[src/rtl/ib26_pkg.sv]
package ib26_pkg;

  // Magnitude and division step geometry
  localparam int MAG_W       = 64;
  localparam int CHUNK_W     = 16;
  localparam int REM_W       = 5;
  localparam int NUM_W       = REM_W + CHUNK_W;
  localparam int STEPS       = MAG_W / CHUNK_W;
  localparam int STEP_W      = $clog2(STEPS);
  localparam int RECIP_W     = 22;
  localparam int RECIP_SHIFT = 26;
  localparam int PROD_W      = NUM_W + RECIP_W;

  // ceil(2^26 / 26): exact quotient for every 21-bit numerator
  localparam logic [RECIP_W-1:0] RECIP = 22'd2581111;
  localparam logic [NUM_W-1:0]   RADIX = 21'd26;

  // Digit store: a 64-bit magnitude never needs more than 14 base-26 digits
  localparam int DIGIT_SLOTS = 16;
  localparam int DIG_IDX_W   = $clog2(DIGIT_SLOTS);

  localparam logic [7:0] CHAR_MINUS = 8'd45;

  // Configuration register indexes
  localparam int CFG_IDX_W = 2;
  localparam logic [CFG_IDX_W-1:0] CFG_LETTER_BASE   = 2'd0;
  localparam logic [CFG_IDX_W-1:0] CFG_MIN_DIGITS    = 2'd1;
  localparam logic [CFG_IDX_W-1:0] CFG_BUFFER_LENGTH = 2'd2;
  localparam int CFG_DATA_W = 8;

  localparam logic [7:0] LETTER_BASE_RST   = 8'd97;
  localparam logic [5:0] MIN_DIGITS_RST    = 6'd0;
  localparam logic [6:0] BUFFER_LENGTH_RST = 7'd40;

  typedef enum logic [1:0] {
    S_IDLE,
    S_DIV,
    S_SETUP,
    S_EMIT
  } state_t;

  typedef struct packed {
    logic             digit_valid;
    logic             done;
    logic [REM_W-1:0] digit;
  } div_status_t;

endpackage

[src/rtl/ib26_div_unit.sv]
module ib26_div_unit
  import ib26_pkg::*;
(
  input  logic             clk,
  input  logic             rst,
  input  logic             start,
  input  logic [MAG_W-1:0] mag_in,
  output div_status_t      status
);

  logic              active;
  logic [STEP_W-1:0] step;
  logic [MAG_W-1:0]  mag;
  logic [REM_W-1:0]  rem;

  logic [NUM_W-1:0]   num;
  logic [PROD_W-1:0]  prod;
  logic [CHUNK_W-1:0] quot;
  logic [REM_W-1:0]   rem_next;
  logic [MAG_W-1:0]   mag_next;
  logic               last_step;

  // One 16-bit long-division step by 26, top chunk first; the quotient
  // chunk rotates in at the bottom so the full quotient is in place after
  // the last step.
  always_comb begin
    num       = {rem, mag[MAG_W-1 -: CHUNK_W]};
    prod      = PROD_W'(num) * PROD_W'(RECIP);
    quot      = prod[RECIP_SHIFT +: CHUNK_W];
    rem_next  = REM_W'(num - NUM_W'(quot) * RADIX);
    mag_next  = {mag[MAG_W-CHUNK_W-1:0], quot};
    last_step = (step == STEP_W'(STEPS - 1));
  end

  assign status.digit_valid = active & last_step;
  assign status.digit       = rem_next;
  assign status.done        = active & last_step & (mag_next == '0);

  always_ff @(posedge clk) begin
    if (rst) begin
      active <= 1'b0;
      step   <= '0;
    end else if (start) begin
      active <= 1'b1;
      step   <= '0;
    end else if (active) begin
      step <= step + 1'b1;
      if (status.done) begin
        active <= 1'b0;
      end
    end
  end

  always_ff @(posedge clk) begin
    if (start) begin
      mag <= mag_in;
      rem <= '0;
    end else if (active) begin
      mag <= mag_next;
      rem <= last_step ? '0 : rem_next;
    end
  end

endmodule

[src/rtl/integer_to_base26_text_unit.sv]
// Base-26 text converter. Each request carries a 64-bit value and a signed
// flag; a negative signed value is converted by magnitude and gets a leading
// '-' (45). Digits go out most significant first as letter_base + digit
// (mod 256), left-padded with zero digits up to min_digits (clamped to
// MAX_CHARS-1), one character per result, cut off at buffer_length. The
// final result has last set and carries the full text length and an
// overflow flag when the text did not fit; with buffer_length zero a single
// result with char_valid low is sent. The block takes one request at a time
// and stalls its input until the final result is loaded into the output
// register. A request has 1 to 14 digits and gives at least one result.
// The digits come from the single divide-by-26 unit, which retires one
// 16-bit chunk of the 64-bit magnitude per cycle; the results leave through
// the single output register, which sends one character per cycle while the
// receiver does not stall. Configuration writes are registered and must be
// made while idle.
module integer_to_base26_text_unit
  import ib26_pkg::*;
#(
  parameter int MAX_CHARS = 40,
  localparam int TLW      = $clog2(MAX_CHARS + 1)
) (
  input  logic                  clk,
  input  logic                  rst,
  // request channel
  input  logic                  in_valid,
  output logic                  in_stall,
  input  logic [MAG_W-1:0]      value,
  input  logic                  is_signed,
  // result channel
  output logic                  out_valid,
  input  logic                  out_stall,
  output logic [7:0]            character,
  output logic                  char_valid,
  output logic                  last,
  output logic [TLW-1:0]        text_length,
  output logic                  overflow,
  // configuration
  input  logic                  cfg_we,
  input  logic [CFG_IDX_W-1:0]  cfg_index,
  input  logic [CFG_DATA_W-1:0] cfg_data
);

  localparam logic [5:0] PREC_MAX = 6'(MAX_CHARS - 1);

  // Configuration registers
  logic [7:0] letter_base;
  logic [5:0] min_digits;
  logic [6:0] buffer_length;

  state_t state, state_next;

  // Request bookkeeping
  logic                 neg;
  logic                 neg_in;
  logic [MAG_W-1:0]     mag_in;
  logic [DIG_IDX_W-1:0] nd;
  logic [4:0]           digs [DIGIT_SLOTS];

  // Emit bookkeeping
  logic                 sign_pend;
  logic [5:0]           pad_cnt;
  logic [DIG_IDX_W-1:0] didx;
  logic [TLW-1:0]       len;
  logic [TLW-1:0]       emit_cnt;
  logic [TLW-1:0]       k;

  // Control
  logic        start;
  logic        slot_free;
  logic        emit_now;
  logic        fin;
  div_status_t div_status;

  // Setup arithmetic
  logic [5:0]     prec;
  logic [5:0]     pad_calc;
  logic [TLW-1:0] len_calc;
  logic [TLW-1:0] emit_calc;
  logic [7:0]     char_calc;

  // Magnitude of a negative signed value; the most negative value maps to
  // 2^63, which is exactly what the unsigned negate gives.
  assign neg_in = is_signed & value[MAG_W-1];
  assign mag_in = neg_in ? (~value + 1'b1) : value;

  ib26_div_unit u_div (
    .clk    (clk),
    .rst    (rst),
    .start  (start),
    .mag_in (mag_in),
    .status (div_status)
  );

  // Next state
  always_comb begin
    state_next = state;
    unique case (state)
      S_IDLE:  if (in_valid) state_next = S_DIV;
      S_DIV:   if (div_status.done) state_next = S_SETUP;
      S_SETUP: state_next = S_EMIT;
      S_EMIT:  if (slot_free && fin) state_next = S_IDLE;
      default: state_next = S_IDLE;
    endcase
  end

  // Sequencer outputs
  assign slot_free = ~out_valid | ~out_stall;
  always_comb begin
    in_stall = 1'b1;
    start    = 1'b0;
    emit_now = 1'b0;
    unique case (state)
      S_IDLE: begin
        in_stall = 1'b0;
        start    = in_valid;
      end
      S_EMIT:  emit_now = slot_free;
      default: ;
    endcase
  end

  // Text layout once the digit count is known
  always_comb begin
    prec      = (min_digits > PREC_MAX) ? PREC_MAX : min_digits;
    pad_calc  = (prec > 6'(nd)) ? (prec - 6'(nd)) : 6'd0;
    len_calc  = TLW'(neg) + TLW'(pad_calc) + TLW'(nd);
    emit_calc = (7'(len_calc) > buffer_length) ? TLW'(buffer_length) : len_calc;
  end

  // Sign first, then pad digits, then the stored digits top down
  always_comb begin
    priority if (sign_pend) begin
      char_calc = CHAR_MINUS;
    end else if (pad_cnt != '0) begin
      char_calc = letter_base;
    end else begin
      char_calc = 8'(letter_base + 8'(digs[didx]));
    end
  end

  // Final result: the last character, or a lone result with no character for an empty buffer
  assign fin = (emit_cnt == '0) || (TLW'(k + 1'b1) == emit_cnt);

  always_ff @(posedge clk) begin
    if (rst) begin
      state         <= S_IDLE;
      letter_base   <= LETTER_BASE_RST;
      min_digits    <= MIN_DIGITS_RST;
      buffer_length <= BUFFER_LENGTH_RST;
      out_valid     <= 1'b0;
    end else begin
      state <= state_next;
      if (cfg_we) begin
        case (cfg_index)
          CFG_LETTER_BASE:   letter_base   <= cfg_data;
          CFG_MIN_DIGITS:    min_digits    <= cfg_data[5:0];
          CFG_BUFFER_LENGTH: buffer_length <= cfg_data[6:0];
          default: ;
        endcase
      end
      if (emit_now) begin
        out_valid <= 1'b1;
      end else if (!out_stall) begin
        out_valid <= 1'b0;
      end
    end
  end

  // Capture request, collect digits least significant first
  always_ff @(posedge clk) begin
    if (start) begin
      neg <= neg_in;
      nd  <= '0;
    end else if (div_status.digit_valid) begin
      digs[nd] <= div_status.digit;
      nd       <= nd + 1'b1;
    end
  end

  // Walk the text one character per loaded result
  always_ff @(posedge clk) begin
    if (state == S_SETUP) begin
      sign_pend <= neg;
      pad_cnt   <= pad_calc;
      didx      <= nd - 1'b1;
      len       <= len_calc;
      emit_cnt  <= emit_calc;
      k         <= '0;
    end else if (emit_now) begin
      k <= k + 1'b1;
      priority if (sign_pend) begin
        sign_pend <= 1'b0;
      end else if (pad_cnt != '0) begin
        pad_cnt <= pad_cnt - 1'b1;
      end else begin
        didx <= didx - 1'b1;
      end
    end
  end

  // Output register: hold while stalled, load the next result when free
  always_ff @(posedge clk) begin
    if (emit_now) begin
      if (emit_cnt == '0) begin
        character  <= 8'd0;
        char_valid <= 1'b0;
      end else begin
        character  <= char_calc;
        char_valid <= 1'b1;
      end
      last        <= fin;
      text_length <= fin ? len : '0;
      overflow    <= fin & (emit_cnt < len);
    end
  end

endmodule

[config.mk]
export PLATFORM = sky130hd
export DESIGN_NAME = integer_to_base26_text_unit
export DESIGN_NICKNAME = d
export VERILOG_FILES = /design/src/rtl/ib26_pkg.sv /design/src/rtl/ib26_div_unit.sv /design/src/rtl/integer_to_base26_text_unit.sv
export SDC_FILE = /design/constraint.sdc
export NUM_CORES = 1
export LEC_CHECK = 0
export BUFFER_PORTS_ARGS = -buffer_cell sky130_fd_sc_hd__buf_2
export CAP_MARGIN = 40
export CORE_MARGIN = 5
export CORE_UTILIZATION = 35
export CTS_CLUSTER_DIAMETER = 120
export DETAILED_ROUTE_END_ITERATION = 10
export GPL_TIMING_DRIVEN = 0
export PLACE_DENSITY = 0.56
export SYNTH_ARGS = -nofsm -noshare
export SYNTH_HDL_FRONTEND = slang
export SYNTH_SLANG_ARGS = --single-unit
[constraint.sdc]
create_clock -name clk -period 11.2 [get_ports clk]
set_clock_uncertainty 0.2 [all_clocks]
set_input_delay 0 -clock clk [delete_from_list [all_inputs] [get_ports clk]]
set_output_delay 0 -clock clk [all_outputs]
set_load 0.01 [all_outputs]
==> run metrics <==
Tmin final=between 9000 and 10,000 ps; Port Buffers=just under 100; FF-to-FF End=state[0]$_SDFFE_PP0P_; Crit-path slowest cell=dfxtp_1; Std-Cell Core Area=between 50,000 and 60,000 um2; MaxCap Viol Count=0; r2r startpoint=u_div.rem[2]$_SDFFE_PP0P_; Design Area, Final=around 24,000 um2; crit start category=register; Initial Util=between 30% and 40%; Worst R2R Path Depth=24; Post-DP Area=between 20,000 and 25,000 um2; Yosys cell types=80; CP Cell Sequence=fa_1 > fa_1 > fa_1 > fa_1 > fa_1 > fa_1 > inv_1 > fa_1 > inv_1 > ha_1 > a21oi_1 > o21a_1 > a2bb2oi_1 > and2_1 > and2_1 > xor2_1 > ha_1 > nor4b_1 > nand4_1 > nor4_1 > and4bb_1 > nand4_1 > a2111o_1 > o31ai_1; die footprint=62,180 um2; Post-layout nets=about 2,700; number of diodes=0; most frequent cells in the layout=inv_1 (311), ha_1 (237), edfxtp_1 (185); Post-synth top flop=edfxtp_1; vias=between 15,000 and 20,000; Final period util=85.03%; Post-synth ARST share=0%; status=finished, final reports clean; post-CTS resize count=0; initial antenna violation count=1; RSZ-0062 raised after global routing=false; Detailed Place HPWL=around 45,000 um; final setup vio count=0; CTS H-Tree Depth=1; antenna-violating nets left=0; CTS tree=yes; Syn-to-layout area delta=17.48%; Die X=249.4 um; fmax=0.1050 GHz; CTS Buf Count=25; Pins Over Slew Limit=0; Ys Warns=0; drt first-iter violations=1,031; Worst-Margin Slew=between 900 and 1000 ps; Clk pin slew, worst setup/hold paths=~60 ps; CP Data Arrival Time=around 9800 ps; Core Rows=between 80 and 90; Worst EP required=roughly 11,000 ps; Worst-Skew Late Latency=560 ps; # DRC=0; hold path depth=4; Vias/cell=5.086; RePlAce Congestion=0.9573; syn nets=~2,400; DR pass1 iterations=5; DIE HEIGHT=around 250 um; Worst Setup End Kind=register; Hold Path Sink=buffer_length[6]$_SDFFE_PP0P_; register area share after synthesis=32.30%; Crit Path Max Fanout=8; HP Start=cfg_data[6]; synthesized flop and latch total=roughly 230; Wirelength per Cell=roughly 19 um; cell count after synthesis=~1,900; layout cells sized above 1=roughly 9.6%; Final Util=41.62%; vias in the first global route=15,610; maximum root-to-sink buffer count=3; HP Class=in -> reg; Slew headroom=between 30% and 40%; largest net degree at the start of global routing=65; CP dominant cell by count=fa_1; I/O pins=between 90 and 100; setup TNS=0 ps; mapped cell area=20,050 um2; EDFF count, synth=roughly 190; total track usage=~17%; Syn Area/Cell=a little over 10 um2; multi-input logic area=12,240 um2; Worst R2R Setup Slack=1680 ps; first-pass GRT wire length=between 80,000 and 90,000 um; clk sinks=about 230; Routed Wire Length=approximately 55,000 um; Fill cells=~5,500; CP max stage delay=around 700 ps; gr ovfl total=0; CTS root buffer=clkbuf_16; Worst Setup Path Type=reg -> reg; Fin. Hold Viols=0; sequential cell area=about 6500 um2; most common cell after layout, fill and taps aside=inv_1
how the worst max path moves through the flow:
stage | start | end | depth (start not counted) | slack (ps)
after detailed placement | u_div.rem[2]$_SDFFE_PP0P_ | state[0]$_SDFFE_PP0P_ | 24 | 1580
after floorplan | u_div.mag[60]$_DFFE_PP_ | digs[0][4]$_DFFE_PP_ | 24 | 3640
after CTS | u_div.rem[2]$_SDFFE_PP0P_ | state[0]$_SDFFE_PP0P_ | 24 | 1560
after global placement | u_div.rem[2]$_SDFFE_PP0P_ | state[0]$_SDFFE_PP0P_ | 22 | 1760
final | u_div.rem[2]$_SDFFE_PP0P_ | state[0]$_SDFFE_PP0P_ | 24 | 1680
after global routing | u_div.rem[2]$_SDFFE_PP0P_ | state[1]$_SDFFE_PP0P_ | 24 | 1210
area by class of cell:
class,instances,share of cell area [%]
flip-flops and latches,231,27.49
well taps,756,4.015
clock buffers,35,3.128
inverters,313,4.987
plain buffers,45,0.7330
multi-input cells,1340,51.94
clock inverters,11,0.4674
repair buffers,220,7.234
synth_stat cells, types with 34 or more instances:
library cell | n | area (um2)
ha_1 | 237 | 2965
dfxtp_1 | 46 | 920.9
o21ai_0 | 102 | 510.5
a21oi_1 | 100 | 500.5
nand2_1 | 143 | 536.8
edfxtp_1 | 185 | 5555
clkbuf_1 | 37 | 138.9
xnor2_1 | 75 | 656.9
fa_1 | 162 | 3243
nor2_1 | 121 | 454.2
nor3_1 | 34 | 170.2
inv_1 | 311 | 1167
flip-flops by register name (all words and copies together), names as in the netlist, 2 cells and up, named ones only:
register       cells
digs              80
u_div.mag         64
character          8
letter_base        8
buffer_length      7
emit_cnt           6
k                  6
len                6
min_digits         6
pad_cnt            6
text_length        6
u_div.rem          5
didx               4
nd                 4
state              2
u_div.step         2
repair_timing:
action	4_1_cts	5_1_grt
endpoints found under the hold margin	92	0
endpoints found under the setup margin	0	0
hold buffers	117	0
setup buffers	0	0
worst max-delay path, delay by kind of cell, from the launching register on:
family,cells,cell delay (ps)
fa+ha+maj,9,4390
simple gates,7,2120
compound gates,5,1340
flops,1,700
xor+xnor,1,510
buf+inv,2,140
layer usage:
layer | wire length (um) | track usage (%)
met1 | 24640 | 23.62
met3 | 2722 | 2.203
met2 | 25700 | 29.13
met5 | 0 | 0
met4 | 2294 | 5.927
through the flow:
stage	setup slack, ps	instances	hold WS (ps)
after global routing	1210	2951	100.9
after detailed placement	1581	2787	42.64
final	1677	2951	71.96
after CTS	1559	2950	45.19
after floorplan	3639	1929	-82.14
after global placement	1760	2783	35.48
kinds of logic (layout without fill, tap and decap cells):
family / count (synthesis) / count (layout) / share of synthesized area, %
compound gates: 315 / 315 / 9.572
xor+xnor: 106 / 106 / 4.630
simple gates: 464 / 464 / 11.41
mux: 56 / 56 / 4.411
buf+inv: 358 / 624 / 6.720
fa+ha+maj: 399 / 399 / 30.96
flops: 231 / 231 / 32.30
Power is left out: the tool's default activity adds up to more than one toggle a clock period on the data nets, which glitch-free logic cannot reach.
